`config.mk`:
```
export PLATFORM = sky130hd
export DESIGN_NAME = crc16_frame_receiver_core_flat
export DESIGN_NICKNAME = d
export VERILOG_FILES = /design/src/hdl/crcfr_pkg.sv /design/src/hdl/crcfr_in_if.sv /design/src/hdl/crcfr_out_if.sv /design/src/hdl/crcfr_ctrl.sv /design/src/hdl/crcfr_datapath.sv /design/src/hdl/crc16_frame_receiver_core.sv /design/src/flat_wrapper.sv
export SDC_FILE = /design/constraint.sdc
export NUM_CORES = 1
export LEC_CHECK = 0
export ABC_AREA = 0
export BUFFER_PORTS_ARGS = -buffer_cell sky130_fd_sc_hd__buf_2
export CAP_MARGIN = 25
export CORE_ASPECT_RATIO = 1.4
export CORE_MARGIN = 2
export CORE_UTILIZATION = 50
export DETAILED_ROUTE_END_ITERATION = 10
export GPL_TIMING_DRIVEN = 0
export PLACE_DENSITY = 0.79
export RECOVER_POWER = 50
export SETUP_SLACK_MARGIN = 0.2
export SYNTH_ARGS = -nofsm -noshare
export SYNTH_HDL_FRONTEND = slang
export SYNTH_SLANG_ARGS = --single-unit
```
`constraint.sdc`:
```
create_clock -name clk_i -period 14.6 [get_ports clk_i]
set_input_delay 2.92 -clock clk_i [delete_from_list [all_inputs] [get_ports clk_i]]
set_output_delay 2.92 -clock clk_i [all_outputs]
set_load 0.02 [all_outputs]
```
`src/hdl/crcfr_pkg.sv`:
```
// Shared types and constants of the CRC-16 framed receiver.
// No dependencies; the controller, datapath and top level refer to it by scoped names.
`timescale 1ns / 1ps

package crcfr_pkg;

  localparam int unsigned FrameBytes   = 13;
  localparam int unsigned CheckedBytes = 11;
  localparam int unsigned CrcBits      = CheckedBytes * 8;
  localparam int unsigned FillWidth    = $clog2(FrameBytes + 1);
  localparam int unsigned BitCntWidth  = $clog2(CrcBits);

  localparam logic [15:0] CrcInit   = 16'hFFFF;
  localparam logic [15:0] CrcPoly   = 16'hA001;
  localparam logic [7:0]  SyncReset = 8'h02;

  typedef logic [FillWidth-1:0]   fill_t;
  typedef logic [BitCntWidth-1:0] bit_cnt_t;

  typedef enum logic [1:0] {
    ST_IDLE,
    ST_CHECK,
    ST_CRC,
    ST_REPORT
  } state_e;

  // Commands from the controller to the datapath
  typedef struct packed {
    logic store_byte;
    logic drop_oldest;
    logic clear_window;
    logic crc_clear;
    logic crc_step;
    logic load_result;
  } ctrl_cmd_t;

  // Status from the datapath to the controller
  typedef struct packed {
    logic fill_last;
    logic sync_match;
    logic crc_last;
    logic crc_match;
    logic out_free;
  } ctrl_sts_t;

endpackage

```
`src/hdl/crcfr_in_if.sv`:
```
// Input channel of the CRC-16 framed receiver: one received byte per transaction.
// Depends on nothing.
`timescale 1ns / 1ps

interface crcfr_in_if;
  logic       valid;
  logic       ready;
  logic [7:0] rx_byte;

  modport source (output valid, output rx_byte, input ready);
  modport sink   (input valid, input rx_byte, output ready);
endinterface

```
`src/hdl/crcfr_out_if.sv`:
```
// Result channel of the CRC-16 framed receiver: decoded frame or CRC error flag.
// Depends on nothing.
`timescale 1ns / 1ps

interface crcfr_out_if;
  logic               valid;
  logic               ready;
  logic               frame_valid;
  logic               crc_error;
  logic [15:0]        adc_zero;
  logic [15:0]        adc_one;
  logic [15:0]        adc_two;
  logic [7:0]         input_bits;
  logic signed [7:0]  temperature;
  logic [15:0]        pressure;

  modport source (output valid, output frame_valid, output crc_error, output adc_zero,
                  output adc_one, output adc_two, output input_bits, output temperature,
                  output pressure, input ready);
  modport sink   (input valid, input frame_valid, input crc_error, input adc_zero,
                  input adc_one, input adc_two, input input_bits, input temperature,
                  input pressure, output ready);
endinterface

```
`src/hdl/crcfr_ctrl.sv`:
```
// Controller of the CRC-16 framed receiver: sequences byte intake, sync check,
// the bit-serial CRC pass and the report. Depends on crcfr_pkg.
`timescale 1ns / 1ps

module crcfr_ctrl (
  input  logic                  clk_i,
  input  logic                  rst_ni,
  input  logic                  in_valid_i,
  output logic                  in_ready_o,
  input  crcfr_pkg::ctrl_sts_t  sts_i,
  output crcfr_pkg::ctrl_cmd_t  cmd_o
);

  crcfr_pkg::state_e state_q, state_d;
  logic              in_accept;

  assign in_accept = in_valid_i && (state_q == crcfr_pkg::ST_IDLE);

  always_ff @(posedge clk_i or negedge rst_ni) begin
    if (!rst_ni) begin
      state_q <= crcfr_pkg::ST_IDLE;
    end else begin
      state_q <= state_d;
    end
  end

  always_comb begin
    state_d = state_q;
    case (state_q)
      crcfr_pkg::ST_IDLE: begin
        if (in_accept && sts_i.fill_last) state_d = crcfr_pkg::ST_CHECK;
      end
      crcfr_pkg::ST_CHECK: begin
        state_d = sts_i.sync_match ? crcfr_pkg::ST_CRC : crcfr_pkg::ST_IDLE;
      end
      crcfr_pkg::ST_CRC: begin
        if (sts_i.crc_last) state_d = crcfr_pkg::ST_REPORT;
      end
      crcfr_pkg::ST_REPORT: begin
        if (sts_i.out_free) state_d = crcfr_pkg::ST_IDLE;
      end
      default: state_d = crcfr_pkg::ST_IDLE;
    endcase
  end

  always_comb begin
    in_ready_o = 1'b0;
    cmd_o      = '0;
    case (state_q)
      crcfr_pkg::ST_IDLE: begin
        in_ready_o       = 1'b1;
        cmd_o.store_byte = in_valid_i;
      end
      crcfr_pkg::ST_CHECK: begin
        // header mismatch: drop the oldest byte and report nothing
        cmd_o.crc_clear   = sts_i.sync_match;
        cmd_o.drop_oldest = !sts_i.sync_match;
      end
      crcfr_pkg::ST_CRC: begin
        cmd_o.crc_step = 1'b1;
      end
      crcfr_pkg::ST_REPORT: begin
        // hold until the result register is free
        cmd_o.load_result  = sts_i.out_free;
        cmd_o.clear_window = sts_i.out_free && sts_i.crc_match;
        cmd_o.drop_oldest  = sts_i.out_free && !sts_i.crc_match;
      end
      default: begin
        in_ready_o = 1'b0;
      end
    endcase
  end

endmodule

```
`src/hdl/crcfr_datapath.sv`:
```
// Datapath of the CRC-16 framed receiver: byte window, sync register, bit-serial
// CRC-16 unit and the result register. Depends on crcfr_pkg.
`timescale 1ns / 1ps

module crcfr_datapath (
  input  logic                  clk_i,
  input  logic                  rst_ni,
  input  logic                  cfg_we_i,
  input  logic [7:0]            cfg_data_i,
  input  logic [7:0]            rx_byte_i,
  input  logic                  out_ready_i,
  input  crcfr_pkg::ctrl_cmd_t  cmd_i,
  output crcfr_pkg::ctrl_sts_t  sts_o,
  output logic                  out_valid_o,
  output logic                  frame_valid_o,
  output logic                  crc_error_o,
  output logic [15:0]           adc_zero_o,
  output logic [15:0]           adc_one_o,
  output logic [15:0]           adc_two_o,
  output logic [7:0]            input_bits_o,
  output logic signed [7:0]     temperature_o,
  output logic [15:0]           pressure_o
);

  logic [7:0]          window_q [crcfr_pkg::FrameBytes];
  crcfr_pkg::fill_t    fill_q;
  logic [7:0]          sync_q;
  logic [15:0]         crc_q, crc_d;
  crcfr_pkg::bit_cnt_t bit_q;
  logic [7:0]          crc_byte;
  logic [15:0]         crc_mix;
  logic                out_valid_q;
  logic                pass;

  // bits [6:3] of the step count select the byte being folded in
  assign crc_byte = window_q[bit_q[crcfr_pkg::BitCntWidth-1:3]];
  assign crc_mix  = (bit_q[2:0] == 3'd0) ? (crc_q ^ {8'h00, crc_byte}) : crc_q;
  assign crc_d    = crc_mix[0] ? ((crc_mix >> 1) ^ crcfr_pkg::CrcPoly) : (crc_mix >> 1);
  assign pass     = (crc_q == {window_q[12], window_q[11]});

  assign sts_o.fill_last  = (fill_q == crcfr_pkg::fill_t'(crcfr_pkg::FrameBytes - 1));
  assign sts_o.sync_match = (window_q[0] == sync_q);
  assign sts_o.crc_last   = (bit_q == crcfr_pkg::bit_cnt_t'(crcfr_pkg::CrcBits - 1));
  assign sts_o.crc_match  = pass;
  assign sts_o.out_free   = !out_valid_q || out_ready_i;

  always_ff @(posedge clk_i) begin
    if (cmd_i.store_byte) begin
      window_q[fill_q] <= rx_byte_i;
    end else if (cmd_i.drop_oldest) begin
      for (int i = 0; i < crcfr_pkg::FrameBytes - 1; i++) begin
        window_q[i] <= window_q[i+1];
      end
    end
  end

  always_ff @(posedge clk_i or negedge rst_ni) begin
    if (!rst_ni) begin
      fill_q <= '0;
      sync_q <= crcfr_pkg::SyncReset;
      crc_q  <= crcfr_pkg::CrcInit;
      bit_q  <= '0;
    end else begin
      if (cfg_we_i) sync_q <= cfg_data_i;
      if (cmd_i.store_byte) begin
        fill_q <= fill_q + 1'b1;
      end else if (cmd_i.drop_oldest) begin
        fill_q <= crcfr_pkg::fill_t'(crcfr_pkg::FrameBytes - 1);
      end else if (cmd_i.clear_window) begin
        fill_q <= '0;
      end
      if (cmd_i.crc_clear) begin
        crc_q <= crcfr_pkg::CrcInit;
        bit_q <= '0;
      end else if (cmd_i.crc_step) begin
        crc_q <= crc_d;
        bit_q <= bit_q + 1'b1;
      end
    end
  end

  always_ff @(posedge clk_i or negedge rst_ni) begin
    if (!rst_ni) begin
      out_valid_q <= 1'b0;
    end else if (cmd_i.load_result) begin
      out_valid_q <= 1'b1;
    end else if (out_ready_i) begin
      out_valid_q <= 1'b0;
    end
  end

  // a failed check reports zero data fields
  always_ff @(posedge clk_i) begin
    if (cmd_i.load_result) begin
      frame_valid_o <= pass;
      crc_error_o   <= !pass;
      adc_zero_o    <= pass ? {window_q[2], window_q[1]} : 16'h0000;
      adc_one_o     <= pass ? {window_q[4], window_q[3]} : 16'h0000;
      adc_two_o     <= pass ? {window_q[6], window_q[5]} : 16'h0000;
      input_bits_o  <= pass ? window_q[7] : 8'h00;
      temperature_o <= pass ? $signed(window_q[8]) : 8'sh00;
      pressure_o    <= pass ? {window_q[9], window_q[10]} : 16'h0000;
    end
  end

  assign out_valid_o = out_valid_q;

endmodule

```
`src/hdl/crc16_frame_receiver_core.sv`:
```
// Top level of the CRC-16 framed receiver: controller plus datapath.
// Depends on crcfr_pkg, crcfr_in_if, crcfr_out_if, crcfr_ctrl, crcfr_datapath.
//
// Usage:
//   in_i carries one received byte per transaction. Bytes fill a 13-byte window.
//   When the window is full and its first byte equals the sync register, a
//   reflected CRC-16 (init FFFF, polynomial A001) runs over bytes 0..10, one bit
//   per cycle, and is compared with the little-endian trailer in bytes 11..12.
//   out_o then carries one transaction: decoded fields with frame_valid set, or
//   crc_error set with all data fields zero. A header mismatch drops the oldest
//   byte silently; a CRC mismatch drops it after the error report.
//   Timing: a byte that does not complete the window is taken while idle. A
//   full window with a wrong header goes from check back to intake; a synced
//   window goes through intake, check, the bit-serial CRC steps and report.
//   The result register decouples the two sides: intake resumes while a result
//   waits, and only the next report holds until out_o is taken.
//   Reset empties the window, loads 0x02 into the sync register and clears the
//   result valid flag. cfg_we_i writes cfg_data_i into the sync register.
`timescale 1ns / 1ps

module crc16_frame_receiver_core (
  input  logic              clk_i,
  input  logic              rst_ni,
  input  logic              cfg_we_i,
  input  logic [7:0]        cfg_data_i,
  crcfr_in_if.sink          in_i,
  crcfr_out_if.source       out_o
);

  crcfr_pkg::ctrl_cmd_t cmd;
  crcfr_pkg::ctrl_sts_t sts;

  crcfr_ctrl u_ctrl (
    .clk_i      (clk_i),
    .rst_ni     (rst_ni),
    .in_valid_i (in_i.valid),
    .in_ready_o (in_i.ready),
    .sts_i      (sts),
    .cmd_o      (cmd)
  );

  crcfr_datapath u_datapath (
    .clk_i         (clk_i),
    .rst_ni        (rst_ni),
    .cfg_we_i      (cfg_we_i),
    .cfg_data_i    (cfg_data_i),
    .rx_byte_i     (in_i.rx_byte),
    .out_ready_i   (out_o.ready),
    .cmd_i         (cmd),
    .sts_o         (sts),
    .out_valid_o   (out_o.valid),
    .frame_valid_o (out_o.frame_valid),
    .crc_error_o   (out_o.crc_error),
    .adc_zero_o    (out_o.adc_zero),
    .adc_one_o     (out_o.adc_one),
    .adc_two_o     (out_o.adc_two),
    .input_bits_o  (out_o.input_bits),
    .temperature_o (out_o.temperature),
    .pressure_o    (out_o.pressure)
  );

endmodule

```
`src/flat_wrapper.sv`:
```
// flat-port wrapper written by rule: the top's interface ports become plain ports
module crc16_frame_receiver_core_flat 
  (clk_i, rst_ni, cfg_we_i, cfg_data_i, in_i_valid, in_i_rx_byte, in_i_ready, out_o_valid, out_o_frame_valid, out_o_crc_error, out_o_adc_zero, out_o_adc_one, out_o_adc_two, out_o_input_bits, out_o_temperature, out_o_pressure, out_o_ready);
  crcfr_in_if in_i_i ();
  crcfr_out_if out_o_i ();
  input  logic clk_i;
  input  logic rst_ni;
  input  logic cfg_we_i;
  input  logic [7:0] cfg_data_i;
  input wire logic [$bits(in_i_i.valid)-1:0] in_i_valid;
  input wire logic [$bits(in_i_i.rx_byte)-1:0] in_i_rx_byte;
  output wire logic [$bits(in_i_i.ready)-1:0] in_i_ready;
  output wire logic [$bits(out_o_i.valid)-1:0] out_o_valid;
  output wire logic [$bits(out_o_i.frame_valid)-1:0] out_o_frame_valid;
  output wire logic [$bits(out_o_i.crc_error)-1:0] out_o_crc_error;
  output wire logic [$bits(out_o_i.adc_zero)-1:0] out_o_adc_zero;
  output wire logic [$bits(out_o_i.adc_one)-1:0] out_o_adc_one;
  output wire logic [$bits(out_o_i.adc_two)-1:0] out_o_adc_two;
  output wire logic [$bits(out_o_i.input_bits)-1:0] out_o_input_bits;
  output wire logic [$bits(out_o_i.temperature)-1:0] out_o_temperature;
  output wire logic [$bits(out_o_i.pressure)-1:0] out_o_pressure;
  input wire logic [$bits(out_o_i.ready)-1:0] out_o_ready;
  assign in_i_i.valid = in_i_valid;
  assign in_i_i.rx_byte = in_i_rx_byte;
  assign in_i_ready = in_i_i.ready;
  assign out_o_valid = out_o_i.valid;
  assign out_o_frame_valid = out_o_i.frame_valid;
  assign out_o_crc_error = out_o_i.crc_error;
  assign out_o_adc_zero = out_o_i.adc_zero;
  assign out_o_adc_one = out_o_i.adc_one;
  assign out_o_adc_two = out_o_i.adc_two;
  assign out_o_input_bits = out_o_i.input_bits;
  assign out_o_temperature = out_o_i.temperature;
  assign out_o_pressure = out_o_i.pressure;
  assign out_o_i.ready = out_o_ready;
  crc16_frame_receiver_core u_core (.clk_i(clk_i), .rst_ni(rst_ni), .cfg_we_i(cfg_we_i), .cfg_data_i(cfg_data_i), .in_i(in_i_i), .out_o(out_o_i));
endmodule
```
# After elaboration in Yosys (flattened, before gate mapping)
# Memories as Yosys holds them, arrays and structs flattened.
# Cells that the tools add are included.
[classes] n_addsub=2 eq_ne=10 muxes=31 bitwise=2 n_reduce_logical=15
[ops] cell="$mux W16" count=4
[ops] cell="$eq A16 B16 Y1" count=1
[ops] cell="$mux W4" count=4
[ops] cell="$xor A16 B8 Y16" count=1
[ops] cell="$mux W1" count=14
[ops] cell="$mux W7" count=2
[ops] cell="$eq A8 B8 Y1" count=1
[ops] cell="$mux W2" count=4
[ops] cell="$mux W8" count=1
[ops] cell="$pmux W2 S4" count=1
[ops] cell="$reduce_or A8 Y1" count=1
[ops] cell="$add A7 B1 Y7 const B" count=1
[ops] cell="$eq A7 B7 Y1 const B" count=1
[ops] cell="$add A4 B1 Y4 const B" count=1
[ops] cell="$eq A2 B2 Y1 const B" count=2
[ops] cell="$eq A4 B4 Y1 const B" count=1
[ops] cell="$logic_and A1 B1 Y1" count=4
[ops] cell="$ne A2 B1 Y1 const B" count=2
[ops] cell="$reduce_bool A2 Y1" count=2
[ops] cell="$logic_not A1 Y1" count=3
[ops] cell="$logic_not A3 Y1" count=1
[ops] cell="$not A2 Y3" count=1
[ops] cell="$reduce_and A3 Y1" count=1
[ops] cell="$reduce_bool A3 Y1" count=1
[ops] cell="other kinds (5)" count=5
[totals] ff_bits=120 mem_bits_rw=104 in_bits=21 output_inout_bits=84 wordCells=75 n_memories=1
[memory_table] memory="u_core.u_datapath.window_q" depth=13 word_bits=8 read_ports=14 rd_ports_with_merged_regs=0 write_ports=12 line="crcfr_datapath.sv:25" text="logic [7:0] window_q [crcfr_pkg::FrameBytes];"

# Longest topological paths before layout
[depth] ltp_word=9 ltp_mapped=9 depth_no_buf=8

# Hierarchy
# A second synthesis with hierarchy kept.
[unflattened] hier_cells=741 hier_area_um2=11049.3
[modules_own_cells] module="crcfr_datapath" n_inst=1 cells_each=723 area_per_inst_um2=10895.4 seq_area_each_um2=7228.2
[modules_own_cells] module="crcfr_ctrl" n_inst=1 cells_each=18 area_per_inst_um2=153.9 seq_area_each_um2=50.0

# Worst setup path after synthesis
# Ideal clock, no wire load.
[synth_path] path_type="input to register" start="input out_o_ready" end="register u_core.u_datapath.fill_q[3]" arrival_ns=7.253 required_ns=14.452 path_slack_ns=7.199 stages=5 n_path_buf=0 path_cell_list="nor2b_1 > nor2_1 > nor2_1 > o21ai_0 > o311ai_0"
[synth_between] elab_chain_cells=5 word_cells_on_any_way=8 cone_classes="4 x mux; 4 x reduce/logical"
[synth_lines] item="start: declaration" line="flat_wrapper.sv:22" text="input wire logic [$bits(out_o_i.ready)-1:0] out_o_ready;"
[synth_lines] item="$logic_or A1 B1 Y1 (*)" line="crcfr_datapath.sv:45" text="assign sts_o.out_free = !out_valid_q || out_ready_i;"
[synth_lines] item="$logic_and A1 B1 Y1" line="crcfr_ctrl.sv:66" text="cmd_o.drop_oldest = sts_i.out_free && !sts_i.crc_match;"
[synth_lines] item="$pmux W1 S2" line="crcfr_ctrl.sv:49" text="case (state_q)"
[synth_lines] item="$mux W4" line="crcfr_datapath.sv:67" text="end else if (cmd_i.drop_oldest) begin"
[synth_lines] item="$mux W4" line="crcfr_datapath.sv:65" text="if (cmd_i.store_byte) begin"
[synth_lines] item="end signal: assignment" line="crcfr_datapath.sv:66" text="fill_q <= fill_q + 1'b1;"
[synth_lines] item="end signal: assignment" line="crcfr_datapath.sv:68" text="fill_q <= crcfr_pkg::fill_t'(crcfr_pkg::FrameBytes - 1);"
[synth_lines] item="end: declaration" line="crcfr_datapath.sv:26" text="crcfr_pkg::fill_t fill_q;"
# Every way passes the cells marked *; elsewhere a longest branch is shown, timed or not.
# A chain may end at the register's enable or synchronous reset.

==> flow_summary_export.csv <==
group,metric,value,unit
drt,drt_drc_violations_left,0,
clock_tree,worst_setup_hold_path_clk_slew,70,ps
setup_path,critPathRequiredTime,14700,ps
cells_and_area,mostFrequentLayoutCell,"sky130_fd_sc_hd__edfxtp_1",
cells_and_area,fillers,1712,
synth,post_synth_edffs,210,
hold_path,timing.hold.worst.class,"reg -> reg",
job,drv.max_cap_violation_count,3,
power,share_seq_of_total_power,54.3,%
setup_path,setup.worst_path.start_class,"input pin",
clock_tree,maximum_count_of_clock_buffers_along_a_single_path,3,
placed_design,numPortBuffers,103,
die,die_height,182,um
setup_path,r2r_cells,5,
sta,worst-slew-pin-transition,2130,ps
clock_tree,cts_bufs_inserted,22,
synth,ys_types,53,
outcome,result_of_the_run,"finished, violations left",
power,clock_power_share,38.2,%
cells_and_area,final-instance-count-excl-fill,1190,
synth,synth_async_sr_flop_share,15.3,%
die,core.rowCount,65,
cells_and_area,fin_util,57.8,%
sta,finClkSkew,13.2,ps
cells_and_area,area_delta_synth_final,14.3,%
cells_and_area,layout_common_cells,"sky130_fd_sc_hd__edfxtp_1 (210), sky130_fd_sc_hd__mux2_2 (105), sky130_fd_sc_hd__buf_2 (101)",
sta,fmaxAchievable,154,MHz
cells_and_area,n_antenna_cell,0,
synth,netlist_instances,744,
power,net-switching-power,0.000348,W
die,num_io_pins,105,
setup_path,critical_path_arrival,6600,ps
die,initial_core_util,50.6,%
hold_path,min_path_cells,1,
drt,ant_nets,0,
clock_tree,clockRootBuffer,"sky130_fd_sc_hd__clkbuf_16",
clock_tree,cts.sink_count,248,
sta,unrepaired_setup_endpoints_after_global_routing,"false",
sta,layout_setup_ws,8100,ps
clock_tree,post_cts_resized,0,
outcome,violations_in_the_final_reports,"capacitance limit, slew limit",
grt,grt_util_all_layers,21.9,%
clock_tree,postCtsSetupRepairBufs,0,
drt,drtIter0Drc,561,
sta,final_hold_viol_count,0,
power,internal_power,0.00120,W
drt,post_drt_via_cell_ratio,5.65,
power,p_per_area,120,nW/um^2
setup_path,path_class,"in -> reg",
setup_path,timing.critical_path.to_type,"flop",
cells_and_area,sequential_cell_area,7280,sq um
drt,wirelength_routed,26200,um
setup_path,critical_path_peak_fanout,38,
power,leakagePower,4.59,nW
synth,postSynthRegisterBits,248,
synth,synthesis.area_per_instance,15.2,sq um
grt,grt_antenna_before_repair,0,
grt,grt_max_degree,39,
sta,whs,530,ps
sta,final-setup-viol-count,0,
grt,grt_first_pass_wirelength,39600,um
placed_design,place_congestion,0.926,
cells_and_area,combined_area_of_the_multi_input_logic_cells,3770,sq um
synth,synth-warning-count,0,
die,coreArea,22400,sq um
placed_design,detailedPlacementHpwl,19200,um
power,pwr-share-comb,7.5,%
sta,finalWorstPathRequiredPeriod,6500,ps
drt,routedWlPerCell,22.0,um
clock_tree,clock_tree.htree_level_count,1,
cells_and_area,layout-drive-gt1-share,33.1,%
sta,slew_limit_headroom,-42.3,%
placed_design,placed_cells,1150,
clock_tree,tritoncts,"yes",
drt,dr_total_vias,6719,
placed_design,post-place-ws,9410,ps
synth,synth.yosys.seq_area_share,64.3,%
drt,drt_pass1_iterations,6,
grt,grt_total_ovfl,0,
sta,fin_crit_sh,44.5,%
sta,max_slew_vio_count,117,
die,design.die.area,23900,sq um
cells_and_area,nNetsFinal,900,
synth,netlist_area,11300,sq um
synth,synthesis.nets,771,
clock_tree,post_cts_hold_buffer_count,0,
power,p_sw_share,22.5,%
clock_tree,clk-insertion-delay-late,510,ps
die,fp.dieW,131,um
sta,finalSetupTns,0,ps
grt,grt_pass1_vias,6735,
power,ir_worst_vdd,72.2,uV
synth,synth-main-ff-cell,"sky130_fd_sc_hd__edfxtp_1",
final timing paths:
check | start | to | slack, ps
worst min register to register | u_core.u_datapath.crc_q[8] | u_core.u_datapath.crc_q[8] | 530
max in group asynchronous | rst_ni | u_core.u_datapath.fill_q[0] | 10350
worst min-delay path | u_core.u_datapath.crc_q[8] | u_core.u_datapath.crc_q[8] | 530
min in group asynchronous | rst_ni | u_core.u_datapath.sync_q[5] | 3020
worst max register to register | flop | u_core.u_datapath.pressure_o[1] | 9950
worst max-delay path | out_o_ready | u_core.u_datapath.pressure_o[1] | 8100
per-stage QoR:
step	instance area [sq um]	power (W)
6_report	12900	0.00155
5_1_grt	12900	0.00159
4_1_cts	13000	0.00155
3_5_place_dp	12300	0.000970
3_3_place_gp	12200	0.000965
2_1_floorplan	11300	0.000921
layer usage:
layer  global-route usage [%]  up-vias  share of wire (%)
li1                         -     3046                  -
met1                     25.9     3311                 36
met2                     40.1      295                 53
met3                     2.47       67                6.9
met4                     9.91        0                4.6
met5                        0        -                  0
logic make-up after synthesis:
family	count (synthesis)	share of synthesized area, %
XOR/XNOR	32	2.48
flip-flops	248	64.3
adder cells (fa/ha/maj)	6	0.663
buffers and inverters	56	2.42
multiplexers	142	16.6
AND/OR/NAND/NOR	196	9.63
AO/OA/AOI/OAI	64	3.95
final cells by class:
type                            count  area share [%]
Clock buffer                       28            4.59
Inverter                            7           0.203
Multi-Input combinational cell    440            29.1
Buffer                             49            1.88
Clock inverter                     12            1.06
Sequential cell                   248            56.3
Tap cell                          301            2.91
Timing Repair Buffer              105            3.95
cell usage after synthesis (all sizes together), types with 6 or more instances:
master,count,area share (%)
nand2,38,1.3
ha,6,0.66
clkbuf,25,0.83
mux4,26,5.2
buf,24,1.4
mux2i,11,0.97
a21oi,15,0.66
o21ai,9,0.40
mux2,105,10
xnor2,23,1.8
nand3,7,0.31
and2,89,4.9
xor2,9,0.70
o22a,7,0.54
nor2b,7,0.39
dfrtp,21,4.6
nand2b,6,0.40
nor2,21,0.70
edfxtp,210,56
inv,7,0.23
nor3,7,0.31
dfstp,17,3.9
a22oi,12,0.80
critical path: stages:
cell                       delay [ps]
sky130_fd_sc_hd__buf_2             80
sky130_fd_sc_hd__nor2b_1           80
sky130_fd_sc_hd__nor2_1           610
sky130_fd_sc_hd__clkbuf_1        1390
sky130_fd_sc_hd__clkbuf_1        1480
power by group through the flow:
| stage | clock network (W) | logic (W) | registers [W] |
|---|---|---|---|
| after CTS | 0.000596 | 0.000116 | 0.000840 |
| final | 0.000591 | 0.000116 | 0.000841 |
| after floorplan | 0 | 0.0000825 | 0.000839 |
| after global routing | 0.000619 | 0.000126 | 0.000844 |
| after global placement | 0 | 0.000112 | 0.000853 |
| after detailed placement | 0 | 0.000115 | 0.000855 |
state kept, by name (all words and copies together) (netlist names), 16 cells and up, named ones only:
register	count
u_core.u_datapath.adc_zero_o	16
u_core.u_datapath.crc_q	16
u_core.u_datapath.window_q	128
u_core.u_datapath.adc_two_o	16
u_core.u_datapath.pressure_o	16
u_core.u_datapath.adc_one_o	16
No activity file was read; power rests on OpenSTA's default activity.
